**src/rtl/mete_pkg.sv**
```systemverilog
// shared types and constants for the escape-time pixel evaluator
package mete_pkg;

   // configuration register indexes
   localparam int CSR_IDX_W = 3;
   localparam logic [CSR_IDX_W-1:0] CSR_CENTER_RE  = 3'd0;
   localparam logic [CSR_IDX_W-1:0] CSR_CENTER_IM  = 3'd1;
   localparam logic [CSR_IDX_W-1:0] CSR_HALF_WIDTH = 3'd2;
   localparam logic [CSR_IDX_W-1:0] CSR_HALF_HGT   = 3'd3;
   localparam logic [CSR_IDX_W-1:0] CSR_COLS       = 3'd4;
   localparam logic [CSR_IDX_W-1:0] CSR_ROWS       = 3'd5;

   // grid limits the active dimensions saturate to
   localparam int GRID_COLS = 512;
   localparam int GRID_ROWS = 128;

   // color bands
   localparam logic [2:0] BAND_BLANK  = 3'd0;
   localparam logic [2:0] BAND_INSIDE = 3'd1;
   localparam logic [2:0] BAND_FAST   = 3'd2;
   localparam logic [2:0] BAND_MID    = 3'd3;
   localparam logic [2:0] BAND_SLOW   = 3'd4;
   localparam logic [2:0] BAND_BODY   = 3'd5;

   // datapath widths
   localparam int HALF_W = 31;
   localparam int DVS_W  = 10;             // divisor, dimension minus one
   localparam int MAG_W  = 10;             // numerator magnitude
   localparam int DVD_W  = MAG_W + HALF_W; // dividend, one divider cell per bit
   localparam int Z_W    = 32;
   localparam int PROD_W = 64;
   localparam int NEXT_W = 34;

   // one slot of the divider chain
   typedef struct packed {
      logic             vld;
      logic             tag;   // 0 real axis, 1 imaginary axis
      logic             neg;
      logic [DVS_W-1:0] dvs;
      logic [DVS_W-1:0] rem;
      logic [DVD_W-1:0] dq;    // dividend bits out at the top, quotient bits in at the bottom
   } div_slot_type;

endpackage

```
**src/rtl/mete_div_cell.sv**
```systemverilog
// one restoring division step, registered
module mete_div_cell (
   input  logic                  clock,
   input  logic                  reset,
   input  mete_pkg::div_slot_type slot_in,
   output mete_pkg::div_slot_type slot_out
);
   import mete_pkg::*;

   div_slot_type   slot_ff;
   div_slot_type   slot_in_step;
   logic [DVS_W:0] trial;
   logic           ge;

   always_comb begin
      trial = {slot_in.rem, slot_in.dq[DVD_W-1]};
      ge    = trial >= {1'b0, slot_in.dvs};
      slot_in_step     = slot_in;
      slot_in_step.rem = ge ? DVS_W'(trial - {1'b0, slot_in.dvs}) : trial[DVS_W-1:0];
      slot_in_step.dq  = {slot_in.dq[DVD_W-2:0], ge};
   end

   always_ff @(posedge clock) begin
      if (reset) begin
         slot_ff.vld <= 1'b0;
      end else begin
         slot_ff.vld <= slot_in_step.vld;
      end
      slot_ff.tag <= slot_in_step.tag;
      slot_ff.neg <= slot_in_step.neg;
      slot_ff.dvs <= slot_in_step.dvs;
      slot_ff.rem <= slot_in_step.rem;
      slot_ff.dq  <= slot_in_step.dq;
   end

   assign slot_out = slot_ff;

endmodule

```
**src/rtl/mete_div_chain.sv**
```systemverilog
// row of division cells, one quotient bit per cell
module mete_div_chain (
   input  logic                  clock,
   input  logic                  reset,
   input  mete_pkg::div_slot_type slot_in,
   output mete_pkg::div_slot_type slot_out
);
   import mete_pkg::*;

   div_slot_type taps [DVD_W+1];

   assign taps[0] = slot_in;

   for (genvar g = 0; g < DVD_W; g++) begin : g_cell
      mete_div_cell u_cell (
         .clock    (clock),
         .reset    (reset),
         .slot_in  (taps[g]),
         .slot_out (taps[g+1])
      );
   end

   assign slot_out = taps[DVD_W];

endmodule

```
**config.mk**
```make
export PLATFORM = sky130hd
export DESIGN_NAME = mete_div_chain
export DESIGN_NICKNAME = d
export VERILOG_FILES = /design/src/rtl/mete_pkg.sv /design/src/rtl/mete_div_cell.sv /design/src/rtl/mete_div_chain.sv
export SDC_FILE = /design/constraint.sdc
export NUM_CORES = 2
export LEC_CHECK = 0
export BUFFER_PORTS_ARGS = -buffer_cell sky130_fd_sc_hd__buf_2
export CAP_MARGIN = 40
export CORE_AREA = 2 2 361 363
export CTS_BUF_LIST = sky130_fd_sc_hd__clkbuf_4 sky130_fd_sc_hd__clkbuf_8 sky130_fd_sc_hd__clkbuf_16
export DETAILED_ROUTE_END_ITERATION = 7
export DIE_AREA = 0 0 363 365
export HOLD_SLACK_MARGIN = 0.1
export PLACE_DENSITY = 0.78
export SLEW_MARGIN = 10
export SYNTH_ARGS = -nofsm -noshare
export SYNTH_HDL_FRONTEND = slang
export SYNTH_SLANG_ARGS = --single-unit
```
**constraint.sdc**
```tcl
create_clock -name clock -period 3.1 [get_ports clock]
set_clock_uncertainty 0.05 [all_clocks]
set_input_delay 0.62 -clock clock [delete_from_list [all_inputs] [get_ports clock]]
set_output_delay 0.62 -clock clock [all_outputs]
set_load 0.05 [all_outputs]
```
==> results.txt <==
----------------------------------------------------
[Outcome]
  Outcome ... finished clean

[Yosys]
  Number of flip-flops and latches in the synthesized netlist ... 2624
  Most common library cells after synthesis ... sky130_fd_sc_hd__dfxtp_1 (2624), sky130_fd_sc_hd__inv_1 (492), sky130_fd_sc_hd__ha_1 (410)
  Dominant combinational cell family by area after synthesis ... compound AO/OA/AOI/OAI gates
  Area fraction of the dominant cell type after synthesis ... 0.674
  Post-synthesis mux area share ... 0.0665
  Total standard cell area after synthesis ... 0.0779 mm2
  Number of synthesized flops with an enable pin ... 0
  Adder-cell share of the synthesized area ... 0.0764
  Mean Syn Cell Area ... 13.5 um2
  Net count after synthesis ... between 6000 and 7000
  Synthesis warning total ... 0
  Number of library cell types mapped by synthesis ... 41
  Area contributors post-synth ... sky130_fd_sc_hd__dfxtp_1 (67%), sky130_fd_sc_hd__ha_1 (6.6%), sky130_fd_sc_hd__mux2_4 (5.5%), sky130_fd_sc_hd__inv_1 (2.4%), sky130_fd_sc_hd__xnor2_1 (2.3%)
  Dominant register cell in the synthesized netlist ... sky130_fd_sc_hd__dfxtp_1
  Most used standard cell by instance count after synthesis ... sky130_fd_sc_hd__dfxtp_1
  Fraction of the mapped netlist area in compound gates ... 0.0765
  Post-synth ARST share ... 0
  Area fraction in and, or, nand and nor cells after synthesis ... 0.0466
  XOR/XNOR share of the synthesized area ... 0.0323
  Sequential share of the synthesized area ... 0.674
  Cell type with the highest aggregate area in the netlist ... sky130_fd_sc_hd__dfxtp_1
  Post-synthesis cell count ... roughly 5800

[Timing]
  Total negative slack for setup checks ... 0 ns
  Tightest Pin Transition ... 0.802 ns
  Worst slew slack as a fraction of its limit ... 0.465
  Crit path time final ... 2.53 ns
  RSZ-0062 raised after global routing ... no
  Fin worst setup slack ... 0.572 ns
  Final worst path period share ... 0.816
  Number of hold-slack violations in the final timing report ... 0
  Worst-case hold slack ... roughly 0.22 ns
  Fmax ... 0.396 GHz
  Setup-failing EPs final ... 0
  Total count of max-transition violations in the final report ... 0

[Drt]
  Antenna-violating nets left ... 0
  Vias after detailed routing ... 40100
  WL per Instance ... 16.0 um
  Wire length after detailed routing ... ~130 mm
  Average via count per standard cell ... 4.99
  DRC ... 0
  Initial DRT Pass Iterations ... 5
  Starting DRT DRC Count ... 1779

[Placed design]
  Number of cells after detailed placement ... 7552
  Detail Placement HPWL ... around 84 mm
  RD Place Congestion ... 0.862
  Number of I/O port buffers ... 129
  Setup Slack @ Placement ... 0.393 ns

[Final layout]
  Final non-filler cell total ... 8046
  Syn-to-layout area delta ... 14.9%
  Diodes inserted ... 0
  Post-layout net count ... 6690
  Layout cell share with drive strength beyond 1 ... 0.162
  Number of flip-flops in the largest register ... 2624
  Share of the core filled with cells ... 0.696

[Critical path]
  Data arrival time of the critical path ... between 3 and 4 ns
  Critical Path End Type ... flop
  Beginning of the critical path ... g_cell[23].u_cell.slot_out[40]
  Startpoint types ... flop
  Worst-case reg-to-reg path depth ... 9
  Reg-to-reg critical path startpoint ... g_cell[23].u_cell.slot_out[40]
  Worst EP required ... 3.77 ns
  Capturing instance or port of the critical path ... g_cell[24].u_cell.slot_out[49]
  Maximum fanout encountered on the critical timing path ... 3
  Critical path start-end classification ... reg2reg
  Destination of the worst register-to-register timing path ... g_cell[24].u_cell.slot_out[49]
  Reg2Reg Setup Slack ... 0.57 ns

[Clock network]
  TritonCTS Sinks ... between 2000 and 3000
  Worst skew pair latency ... between 0.8 and 0.9 ns
  Post-cts repair resize count ... 0
  TritonCTS clock tree ... built
  H-Tree Level Count ... 4
  Clock buffer count from CTS ... 230
  Clock Path Buffers ... 3
  Cell at the root of the clock tree ... sky130_fd_sc_hd__clkbuf_16
  Clock edge transition at the registers on the reported setup and hold paths ... approximately 0.07 ns

[Global routing]
  Initial antenna violation count ... 0
  Overflow left after global routing ... 0
  Via count of the first global-routing pass ... 42400
  Wire length of the first global-routing pass ... 212 mm
  Largest net degree at the start of global routing ... 42
  Tot GR Track Use ... 0.198

[Die]
  Count of pins on the block boundary ... 130
  Vertical extent of the die ... around 370 um
  Die ar. ... 0.132 mm2
  Num rows ... 132
  Placeable Area ... 0.129 mm2
  Die Wd ... 363 um
  Effective utilization at floorplan ... 0.605

[Flow run]
  Max-cap violation count ... 0

[Pwr]
  Highest ir drop seen on vdd ... 760 uV
  Leak ... 40.1 nW
  Ratio of total power to cell area ... 1210 mW/mm2

[Min path]
  Hold Path Class ... in2reg

----------------------------------------------------
==> placed cells by master, fill, tap and decap left out, types with 42 or more instances in the layout <==
cell type / synthesis / routed
sky130_fd_sc_hd__o21bai_1: 42 / 42
sky130_fd_sc_hd__clkbuf_16: 0 / 232
sky130_fd_sc_hd__xnor2_1: 205 / 205
sky130_fd_sc_hd__mux2_4: 287 / 287
sky130_fd_sc_hd__a21o_1: 84 / 84
sky130_fd_sc_hd__dlygate4sd3_1: 0 / 64
sky130_fd_sc_hd__ha_1: 410 / 410
sky130_fd_sc_hd__clkinv_2: 0 / 42
sky130_fd_sc_hd__a21oi_1: 213 / 213
sky130_fd_sc_hd__dfxtp_1: 2624 / 2624
sky130_fd_sc_hd__buf_2: 0 / 129
sky130_fd_sc_hd__xor2_1: 82 / 82
sky130_fd_sc_hd__nor4_1: 86 / 86
sky130_fd_sc_hd__nor2_1: 125 / 125
sky130_fd_sc_hd__nand2_1: 204 / 204
sky130_fd_sc_hd__inv_1: 492 / 492
sky130_fd_sc_hd__nand3_1: 56 / 56
sky130_fd_sc_hd__nor2b_1: 86 / 86
sky130_fd_sc_hd__o21ai_0: 82 / 82
==> report_power, final <==
| group | switching (mW) | leakage [nW] | total, mW | internal [mW] |
|---|---|---|---|---|
| logic | 15.7 | 14.0 | 32.1 | 16.4 |
| clock network | 12.6 | 4.06 | 29.8 | 17.2 |
| registers | 3.65 | 22.1 | 46.3 | 42.7 |
==> cell type report <==
type	count	area, um2
inverters	533	2100
clock buffers	308	6620
clock inverters	122	1630
flip-flops and latches	2624	52500
well taps	1675	2100
multi-input cells	2591	23200
fillers	8529	39200
repair buffers	193	1290
==> worst min path at each step <==
stage	startpoint	end	slack (ns)	depth (start not counted)
6_report	slot_in[50]	g_cell[0].u_cell.slot_out[41]	0.22	4
5_1_grt	slot_in[50]	g_cell[0].u_cell.slot_out[41]	0.19	4
4_1_cts	slot_in[50]	g_cell[0].u_cell.slot_out[41]	0.16	4
3_5_place_dp	g_cell[19].u_cell.slot_out[23]	g_cell[20].u_cell.slot_out[24]	0.26	0
3_3_place_gp	g_cell[10].u_cell.slot_out[62]	g_cell[11].u_cell.slot_out[62]	0.26	0
2_1_floorplan	g_cell[9].u_cell.slot_out[9]	g_cell[10].u_cell.slot_out[10]	0.26	0
==> through the flow <==
step	cell area, um2	power [mW]
floorplan	77900	72.0
global placement	80600	77.5
detailed placement	80600	78.4
CTS	89500	109
global route	89500	114
finish	89500	108
==> critical path: stages, from the launching register on <==
cell and delay (ns):
sky130_fd_sc_hd__dfxtp_1 0.31, sky130_fd_sc_hd__inv_1 0.11, sky130_fd_sc_hd__ha_1 0.18, sky130_fd_sc_hd__inv_1 0.05, sky130_fd_sc_hd__fa_1 0.41, sky130_fd_sc_hd__a211oi_1 0.25, sky130_fd_sc_hd__o21bai_1 0.14, sky130_fd_sc_hd__a221oi_1 0.49
sky130_fd_sc_hd__xnor2_1 0.15, sky130_fd_sc_hd__mux2_4 0.27
==> metal layers <==
layer,vias up,part of all wire,global-route usage
li1,20200,-,-
met2,658,0.50,0.354
met3,248,0.033,0.0328
met5,-,0,0
met4,0,0.027,0.0693
met1,19000,0.44,0.241
==> cells by family (layout without fill, tap and decap cells) <==
kind of cell / after synthesis / in the layout
AOI/OAI and AO/OA: 785 / 785
xor gates and xnor gates: 287 / 287
adders and majority gates: 451 / 451
buffers and inverters: 537 / 1156
DFF: 2624 / 2624
muxes: 369 / 369
and+or+nand+nor: 699 / 699
==> timing repair <==
item,in CTS,in global routing
hold buffers,64,0
buffers inserted,0,0
hold endpoints to repair,63,0
Note: power is estimated with default switching activity, not from simulation.
